`config.mk`:
```
export PLATFORM = sky130hd
export DESIGN_NAME = lsc_clip_pass
export DESIGN_NICKNAME = d
export VERILOG_FILES = /design/src/rtl/lsc_pkg.sv /design/src/rtl/lsc_clip_pass.sv
export SDC_FILE = /design/constraint.sdc
export NUM_CORES = 2
export LEC_CHECK = 0
export BUFFER_PORTS_ARGS = -buffer_cell sky130_fd_sc_hd__buf_2
export CAP_MARGIN = 20
export CELL_PAD_IN_SITES_DETAIL_PLACEMENT = 0
export CELL_PAD_IN_SITES_GLOBAL_PLACEMENT = 2
export CORE_MARGIN = 3
export CORE_UTILIZATION = 51
export DETAILED_ROUTE_END_ITERATION = 8
export PLACE_DENSITY = 0.95
export SLEW_MARGIN = 10
export SYNTH_ARGS = -nofsm -noshare
export SYNTH_HDL_FRONTEND = slang
export SYNTH_SLANG_ARGS = --single-unit
```
`constraint.sdc`:
```
create_clock -name i_clk -period 167.8 [get_ports i_clk]
set_input_delay 0 -clock i_clk [delete_from_list [all_inputs] [get_ports i_clk]]
set_output_delay 0 -clock i_clk [all_outputs]
set_load 0.005 [all_outputs]
```
`src/rtl/lsc_pkg.sv`:
```
// ============================================================================
// Line segment clipper package
// Shared widths, outcode constants, register indexes, types and helpers.
// ============================================================================
package lsc_pkg;

    localparam int COORD_BITS   = 12;
    localparam int DIFF_BITS    = COORD_BITS + 1;
    localparam int PROD_BITS    = 2 * COORD_BITS;
    localparam int QUO_BITS     = COORD_BITS;
    localparam int NUM_PASSES   = 4;
    localparam int CFG_IDX_BITS = 2;

    localparam logic [CFG_IDX_BITS-1:0] REG_WIN_LEFT   = CFG_IDX_BITS'(0);
    localparam logic [CFG_IDX_BITS-1:0] REG_WIN_BOTTOM = CFG_IDX_BITS'(1);
    localparam logic [CFG_IDX_BITS-1:0] REG_WIN_RIGHT  = CFG_IDX_BITS'(2);
    localparam logic [CFG_IDX_BITS-1:0] REG_WIN_TOP    = CFG_IDX_BITS'(3);

    localparam logic [3:0] OC_LEFT   = 4'b0001;
    localparam logic [3:0] OC_RIGHT  = 4'b0010;
    localparam logic [3:0] OC_BOTTOM = 4'b0100;
    localparam logic [3:0] OC_TOP    = 4'b1000;

    typedef logic signed [COORD_BITS-1:0] t_coord;

    localparam t_coord RST_LEFT   = COORD_BITS'(200);
    localparam t_coord RST_BOTTOM = COORD_BITS'(100);
    localparam t_coord RST_RIGHT  = COORD_BITS'(500);
    localparam t_coord RST_TOP    = COORD_BITS'(300);

    typedef struct packed {
        t_coord left;
        t_coord bottom;
        t_coord right;
        t_coord top;
    } t_window;

    typedef struct packed {
        logic       valid;
        t_coord     x1;
        t_coord     y1;
        t_coord     x2;
        t_coord     y2;
        logic [3:0] c1;
        logic [3:0] c2;
    } t_seg;

    function automatic logic [3:0] outcode(t_coord x, t_coord y, t_window w);
        logic [3:0] c;
        c = '0;
        if (x < w.left) begin
            c = c | OC_LEFT;
        end else if (x > w.right) begin
            c = c | OC_RIGHT;
        end
        if (y < w.bottom) begin
            c = c | OC_BOTTOM;
        end else if (y > w.top) begin
            c = c | OC_TOP;
        end
        return c;
    endfunction

    function automatic logic [COORD_BITS-1:0] magnitude(logic signed [DIFF_BITS-1:0] v);
        logic signed [DIFF_BITS-1:0] n;
        n = v[DIFF_BITS-1] ? -v : v;
        return n[COORD_BITS-1:0];
    endfunction

endpackage

```
`src/rtl/lsc_clip_pass.sv`:
```
// ============================================================================
// Clip pass
// One Cohen-Sutherland pass: picks the edge, multiplies, divides one quotient
// bit per stage and moves the chosen endpoint onto the edge.
// ============================================================================
module lsc_clip_pass (
    input  logic            i_clk,
    input  logic            i_rst_n,
    input  logic            i_en,
    input  lsc_pkg::t_window i_win,
    input  lsc_pkg::t_seg   i_seg,
    output lsc_pkg::t_seg   o_seg
);

    typedef struct packed {
        lsc_pkg::t_seg                   seg;
        logic                            active;
        logic                            use1;
        logic                            horiz;
        lsc_pkg::t_coord                 edge_pos;
        lsc_pkg::t_coord                 a0;
        logic                            neg;
        logic                            den_zero;
        logic [lsc_pkg::COORD_BITS-1:0]  den_mag;
    } t_ctx;

    // Edge selection and operand preparation.
    logic [3:0]                          sel_code;
    logic                                use1;
    logic                                horiz;
    lsc_pkg::t_coord                     edge_pos;
    lsc_pkg::t_coord                     a0;
    lsc_pkg::t_coord                     b0;
    lsc_pkg::t_coord                     a1;
    lsc_pkg::t_coord                     b1;
    logic signed [lsc_pkg::DIFF_BITS-1:0] eb;
    logic signed [lsc_pkg::DIFF_BITS-1:0] da;
    logic signed [lsc_pkg::DIFF_BITS-1:0] den;
    t_ctx                                n_ctx;

    always_comb begin
        use1     = (i_seg.c1 != 4'b0000);
        sel_code = use1 ? i_seg.c1 : i_seg.c2;
        priority if ((sel_code & lsc_pkg::OC_TOP) != 4'b0000) begin
            horiz    = 1'b1;
            edge_pos = i_win.top;
        end else if ((sel_code & lsc_pkg::OC_BOTTOM) != 4'b0000) begin
            horiz    = 1'b1;
            edge_pos = i_win.bottom;
        end else if ((sel_code & lsc_pkg::OC_RIGHT) != 4'b0000) begin
            horiz    = 1'b0;
            edge_pos = i_win.right;
        end else begin
            horiz    = 1'b0;
            edge_pos = i_win.left;
        end
        if (horiz) begin
            a0 = i_seg.x1; b0 = i_seg.y1; a1 = i_seg.x2; b1 = i_seg.y2;
        end else begin
            a0 = i_seg.y1; b0 = i_seg.x1; a1 = i_seg.y2; b1 = i_seg.x2;
        end
        eb  = lsc_pkg::DIFF_BITS'(edge_pos) - lsc_pkg::DIFF_BITS'(b0);
        da  = lsc_pkg::DIFF_BITS'(a1) - lsc_pkg::DIFF_BITS'(a0);
        den = lsc_pkg::DIFF_BITS'(b1) - lsc_pkg::DIFF_BITS'(b0);

        n_ctx.seg      = i_seg;
        n_ctx.active   = ((i_seg.c1 | i_seg.c2) != 4'b0000) &&
                         ((i_seg.c1 & i_seg.c2) == 4'b0000);
        n_ctx.use1     = use1;
        n_ctx.horiz    = horiz;
        n_ctx.edge_pos = edge_pos;
        n_ctx.a0       = a0;
        n_ctx.neg      = eb[lsc_pkg::DIFF_BITS-1] ^ da[lsc_pkg::DIFF_BITS-1] ^
                         den[lsc_pkg::DIFF_BITS-1];
        n_ctx.den_zero = (den == '0);
        n_ctx.den_mag  = lsc_pkg::magnitude(den);
    end

    t_ctx                           r_ctx;
    logic [lsc_pkg::COORD_BITS-1:0] r_eb_mag;
    logic [lsc_pkg::COORD_BITS-1:0] r_da_mag;

    always_ff @(posedge i_clk) begin
        if (!i_rst_n) begin
            r_ctx.seg.valid <= 1'b0;
        end else if (i_en) begin
            r_ctx    <= n_ctx;
            r_eb_mag <= lsc_pkg::magnitude(eb);
            r_da_mag <= lsc_pkg::magnitude(da);
        end
    end

    // Index 0 holds the product; each later index has one more quotient bit.
    t_ctx                           r_dctx [0:lsc_pkg::QUO_BITS];
    logic [lsc_pkg::PROD_BITS-1:0]  r_rem  [0:lsc_pkg::QUO_BITS];
    logic [lsc_pkg::QUO_BITS-1:0]   r_quo  [0:lsc_pkg::QUO_BITS];
    logic [lsc_pkg::PROD_BITS:0]    trial  [0:lsc_pkg::QUO_BITS-1];
    logic [lsc_pkg::PROD_BITS-1:0]  prod;

    assign prod = lsc_pkg::PROD_BITS'(r_eb_mag) * lsc_pkg::PROD_BITS'(r_da_mag);

    always_comb begin
        for (int k = 0; k < lsc_pkg::QUO_BITS; k++) begin
            trial[k] = {1'b0, r_rem[k]} -
                       ((lsc_pkg::PROD_BITS + 1)'(r_dctx[k].den_mag) <<
                        (lsc_pkg::QUO_BITS - 1 - k));
        end
    end

    always_ff @(posedge i_clk) begin
        if (!i_rst_n) begin
            for (int k = 0; k <= lsc_pkg::QUO_BITS; k++) begin
                r_dctx[k].seg.valid <= 1'b0;
            end
        end else if (i_en) begin
            r_dctx[0] <= r_ctx;
            r_rem[0]  <= prod;
            r_quo[0]  <= '0;
            for (int k = 0; k < lsc_pkg::QUO_BITS; k++) begin
                r_dctx[k+1] <= r_dctx[k];
                if (trial[k][lsc_pkg::PROD_BITS]) begin
                    r_rem[k+1] <= r_rem[k];
                    r_quo[k+1] <= r_quo[k];
                end else begin
                    r_rem[k+1] <= trial[k][lsc_pkg::PROD_BITS-1:0];
                    r_quo[k+1] <= r_quo[k] |
                                  (lsc_pkg::QUO_BITS'(1) << (lsc_pkg::QUO_BITS - 1 - k));
                end
            end
        end
    end

    // Apply the sign, add the base coordinate and move the endpoint.
    t_ctx                                 fin;
    logic signed [lsc_pkg::DIFF_BITS-1:0] sq;
    logic signed [lsc_pkg::DIFF_BITS-1:0] sum;
    lsc_pkg::t_coord                      cross_pos;
    lsc_pkg::t_coord                      nx;
    lsc_pkg::t_coord                      ny;
    lsc_pkg::t_seg                        n_seg;
    lsc_pkg::t_seg                        r_seg;

    always_comb begin
        fin       = r_dctx[lsc_pkg::QUO_BITS];
        sq        = fin.neg ? -signed'({1'b0, r_quo[lsc_pkg::QUO_BITS]})
                            :  signed'({1'b0, r_quo[lsc_pkg::QUO_BITS]});
        sum       = lsc_pkg::DIFF_BITS'(fin.a0) + sq;
        cross_pos = fin.den_zero ? fin.a0 : sum[lsc_pkg::COORD_BITS-1:0];
        if (fin.horiz) begin
            nx = cross_pos;
            ny = fin.edge_pos;
        end else begin
            nx = fin.edge_pos;
            ny = cross_pos;
        end
        n_seg = fin.seg;
        if (fin.active) begin
            if (fin.use1) begin
                n_seg.x1 = nx;
                n_seg.y1 = ny;
                n_seg.c1 = lsc_pkg::outcode(nx, ny, i_win);
            end else begin
                n_seg.x2 = nx;
                n_seg.y2 = ny;
                n_seg.c2 = lsc_pkg::outcode(nx, ny, i_win);
            end
        end
    end

    always_ff @(posedge i_clk) begin
        if (!i_rst_n) begin
            r_seg.valid <= 1'b0;
        end else if (i_en) begin
            r_seg <= n_seg;
        end
    end

    assign o_seg = r_seg;

endmodule

```
# Word-level counts from Yosys, hierarchy flattened
# Memories as Yosys holds them, arrays and structs flattened.
# Cells that the tools add are included.
# W data, S select, Z words.
[totals]
reg_bits = 179
ram_bits = 1742
in_bits = 108
out_inout_bits = 57
word_cells = 262
n_memories = 3
[op_classes]
add_sub_neg = 20
n_mul = 1
n_lt_le_gt_ge = 4
n_mux = 163
n_bitwise = 41
n_reduce_logical = 6
[memory_table]
columns = ["name", "words", "width", "read_ports", "rd_clocked_by_memory_dff", "write_ports", "line_no", "text"]
rows = [
  ["r_dctx", 13, 98, 13, 0, 13, "lsc_clip_pass.sv:94", "t_ctx r_dctx [0:lsc_pkg::QUO_BITS];"],
  ["r_rem", 13, 24, 12, 0, 13, "lsc_clip_pass.sv:95", "logic [lsc_pkg::PROD_BITS-1:0] r_rem [0:lsc_pkg::QUO_BITS];"],
  ["r_quo", 13, 12, 13, 0, 13, "lsc_clip_pass.sv:96", "logic [lsc_pkg::QUO_BITS-1:0] r_quo [0:lsc_pkg::QUO_BITS];"],
]
[op_table]
columns = ["cell", "n"]
rows = [
  ["$mux W24", 14],
  ["$mux W12", 26],
  ["$mux W1", 115],
  ["$mux W56", 1],
  ["$neg A12 Y12", 4],
  ["$sub A12 B12 Y13", 3],
  ["$or A1 B1 Y1", 37],
  ["$sub A24 B12 Y25", 1],
  ["$sub A24 B13 Y25", 1],
  ["$sub A24 B14 Y25", 1],
  ["$sub A24 B15 Y25", 1],
  ["$sub A24 B16 Y25", 1],
  ["$sub A24 B17 Y25", 1],
  ["$sub A24 B18 Y25", 1],
  ["$sub A24 B19 Y25", 1],
  ["$sub A24 B20 Y25", 1],
  ["$sub A24 B21 Y25", 1],
  ["$sub A24 B22 Y25", 1],
  ["$sub A24 B23 Y25", 1],
  ["$gt A12 B12 Y1", 2],
  ["$lt A12 B12 Y1", 2],
  ["$mul A12 B12 Y24", 1],
  ["$mux W4", 5],
  ["$logic_not A13 Y1", 1],
  ["9 further kinds", 12],
]

# Depth between registers and ports, before layout
# An unclocked memory read counts as a cell.
[depth]
ltp_word = 13
mapped_depth = 22
ltp_nobuf = 22

# Worst setup path after synthesis
# OpenSTA, ideal clock, no wires.
[synth_timing]
kind = "in2reg"
from = "input i_rst_n"
to = "memory r_rem[2][17] (netlist name), data pin"
setup_time_ps = 280
arrival_time_ps = 57603
required_time_ps = 167520
path_slack_ps = 109917
stages = 7
path_buffers = 1
path_cell_list = "nand2_1 > inv_1 > clkbuf_1 > o21ai_0 > or2_4 > a2111oi_0 > xor2_1"
[synth_rtl]
columns = ["element", "line_no", "text"]
rows = [
  ["start, declared", "lsc_clip_pass.sv:8", "input logic i_rst_n,"],
  ["end, declared", "lsc_clip_pass.sv:95", ""],
]

==> impl_metrics.yaml <==
timing:
  rsz0062_at_grt: "false"
  clock.fmax_mhz: 160
  finalCritPeriodShare_pct: 3.73
  max_slew_margin_pct: 16.3
  setup_viol: 0
  tightest_slew_ns: 1.25
  hold_ws_ns: 0.0608
  skew_ns: 0.0812
  final-max-slew-violation-count: 0
  finalSetupTns_ns: 0
  hold_viol: 0
  final.min_clock_period_ns: 6.27
synth:
  synth.distinct_cells: 76
  ys_top_cells_by_area: "edfxtp_1, ha_1, fa_1, inv_1, nand2_1"
  synth_cells: 4719
  synth_area_um2: 74600
  synth_edf_count: 1795
  synth-warning-count: 0
  synth_most_common_cell: "edfxtp_1"
  synthTopCellsByCount: "edfxtp_1, inv_1, nand2_1, ha_1, o21ai_0"
  synthArstFlopShare_pct: 0
  synth_top_area_share_pct: 72.3
  ys_ff_latch: 1807
  synth_top_area_cell: "edfxtp_1"
  ys.flop_type: "edfxtp_1"
  syn_nets: 5244
  ys_seq_area_share_pct: 72.6
  syn-mean-instance-area_um2: 15.8
clock_tree:
  clk_latency_ns: 0.81
  cts.reportedPaths.clkPinSlew_ns: 0.06
  hold_buffers: 136
  cts_sinks: 1807
  postCtsSetupRepairBufs: 0
  cts-root-buf: "clkbuf_16"
  cts_buffer_depth: 3
  cts_tree: "built"
  cts_buffers: 171
  post_cts_resized: 0
  h-tree-depth: 4
min_path:
  hold_path.startpoint: "i_win[35]"
  hold_path_class: "primary input to flop"
  hold_end: "o_seg[2]$_DFFE_PP_"
  whs_path_depth: 6
die:
  die_x_um: 388
  die_h_um: 388
  core_um2: 144000
  rows: 139
  dieArea_um2: 151000
  ioPinCount: 165
  start_util_pct: 51.6
worst_setup_path:
  critPathLaunchType: "primary input"
  rrSetupSlack_ns: 161.55
  critPathArrivalTime_ns: 6.77
  reg2reg_to: "r_rem[0][23]$_DFFE_PP_"
  cp.required_ns: 168.31
  worstSetupEndpointType: "flop"
  rr_worst_depth: 17
  r2r_start: "r_eb_mag[6]$_DFFE_PP_"
  critPathMaxFanout: 49
  path_class: "primary input to flop"
drt:
  drt-initial-drc-count: 3452
  route.detailed.drc: 0
  routed_wirelength_mm: 152
  vias: 39192
  viasPerCell: 5.44
  antenna_left: 0
  wl_per_cell_um: 21.0
  drt_first_pass_iters: 7
placement:
  io_buffers: 164
  hpwl_mm: 91.1
  gp_congestion: 0.829
global_routing:
  first_global_vias: 39711
  antenna_found_initial: 13
  grt_usage_pct: 19.8
  grt_max_degree: 216
  grt_remaining_overflow: 0
  grt_pass1_wl_mm: 229
pwr:
  leakage_nw: 31.5
  pwr_density_cell_nw_per_um2: 15.1
  total_power_mw: 1.29
  vdd.ir_drop.worst_mv: 0.0350
finish:
  fin_nets: 5675
  drive_above_1_share_pct: 11.1
  area_growth_pct: 13.8
outcome:
  status: "completed"
job:
  drv_cap: 0
logic make-up (layout without fill, tap and decap cells):
logic type      count (synthesis)  after routing  synth area share, %
compound gates                641            641                 5.49
xor+xnor                      229            229                 2.69
fa+ha+maj                     417            417                 8.16
buf+inv                       523           1094                 2.71
flops                        1807           1807                 72.6
mux                           148            148                 2.13
other cells                     0              7                    0
simple gates                  954            954                 6.19
routing by layer:
layer | global-route usage, % | vias up | part of all wire [%] | wire length, µm
met4 | 7.12 | 2 | 3.1 | 4700
met5 | 0 | - | 0.0086 | 13
li1 | - | 18233 | - | -
met1 | 24.7 | 19289 | 40 | 60000
met2 | 35.2 | 1354 | 52 | 78600
met3 | 3.04 | 314 | 5.5 | 8280
metrics by stage:
| step | utilization [%] | std cells | instance area [µm²] | setup slack (ns) |
|---|---|---|---|---|
| floorplan | - | 4719 | 74600 | 109.92 |
| global placement | 53.8 | 6737 | 77700 | 161.63 |
| detailed placement | 53.9 | 6738 | 77700 | 161.55 |
| CTS | 58.7 | 7187 | 84700 | 161.55 |
| global route | 58.8 | 7199 | 84900 | 161.03 |
| finish | 58.8 | 7200 | 84900 | 161.54 |
state kept, by name, summed over array words and instances, names as in the netlist:
signal and count:
r_dctx 1262, r_rem 288, r_ctx 98, r_quo 78, o_seg 57, r_da_mag 12
r_eb_mag 12
worst max-delay path by stage:
stage / from / to / slack [ns]
4_1_cts: r_da_mag[11]$_DFFE_PP_ / r_rem[0][23]$_DFFE_PP_ / 161.55
3_3_place_gp: r_da_mag[11]$_DFFE_PP_ / r_rem[0][23]$_DFFE_PP_ / 161.63
6_report: i_seg[4] / r_ctx[10]$_DFFE_PP_ / 161.54
5_1_grt: r_da_mag[11]$_DFFE_PP_ / r_rem[0][23]$_DFFE_PP_ / 161.03
2_1_floorplan: i_rst_n / r_rem[2][17]$_DFFE_PP_ / 109.92
3_5_place_dp: r_eb_mag[7]$_DFFE_PP_ / r_rem[0][23]$_DFFE_PP_ / 161.55
critical path, stage by stage:
cell and delay [ns]:
dlygate4sd3_1 0.56, buf_2 0.17, nor4_1 0.95, a21o_1 0.78
or2_2 0.25, buf_4 0.61, mux2_2 0.31, ha_1 0.17
inv_1 0.05, fa_1 0.39, a21o_1 0.19, a211o_1 0.33
a2111oi_0 0.67, o41a_1 0.36, a41oi_1 0.23, buf_4 0.25
inv_1 0.10, o31ai_1 0.10, xor2_1 0.16
power by group:
| part | switching (mW) | leakage [nW] | internal (mW) |
|---|---|---|---|
| Sequential | 0.0153 | 17.0 | 0.541 |
| Clock | 0.173 | 2.70 | 0.211 |
| Combinational | 0.199 | 11.8 | 0.146 |
cell type report:
cell class	instances	area, µm²
Antenna cell	7	17.5
Tap cell	1903	2380
Multi-Input combinational cell	2389	18400
Timing Repair Buffer	347	2670
Sequential cell	1807	54100
Clock inverter	112	1180
Clock buffer	201	4410
Fill cell	10411	59500
Inverter	434	1640
layout by cell type, fill, tap and decap left out, types with 18 or more instances in the layout:
| master | count |
|---|---|
| nand2b_1 | 32 |
| a21o_1 | 42 |
| o31ai_1 | 34 |
| a21boi_0 | 19 |
| xor2_1 | 80 |
| nand2_1 | 360 |
| ha_1 | 302 |
| a31oi_1 | 18 |
| mux2i_1 | 60 |
| nand3_1 | 54 |
| nor2b_1 | 60 |
| and3_1 | 24 |
| fa_1 | 115 |
| xnor2_1 | 149 |
| nor2_1 | 162 |
| nor4_1 | 18 |
| nor3_1 | 64 |
| clkbuf_1 | 29 |
| clkbuf_16 | 172 |
| clkinv_1 | 38 |
| inv_1 | 432 |
| or3_1 | 27 |
| a211oi_1 | 25 |
| edfxtp_1 | 1795 |
| and2_1 | 69 |
| clkinv_2 | 33 |
| o21ai_0 | 209 |
| dlygate4sd3_1 | 136 |
| nand4_1 | 21 |
| buf_2 | 164 |
| o21a_1 | 38 |
| a21oi_1 | 124 |
| mux2_2 | 88 |
| buf_4 | 38 |
Power figures use the tool's default switching activity.
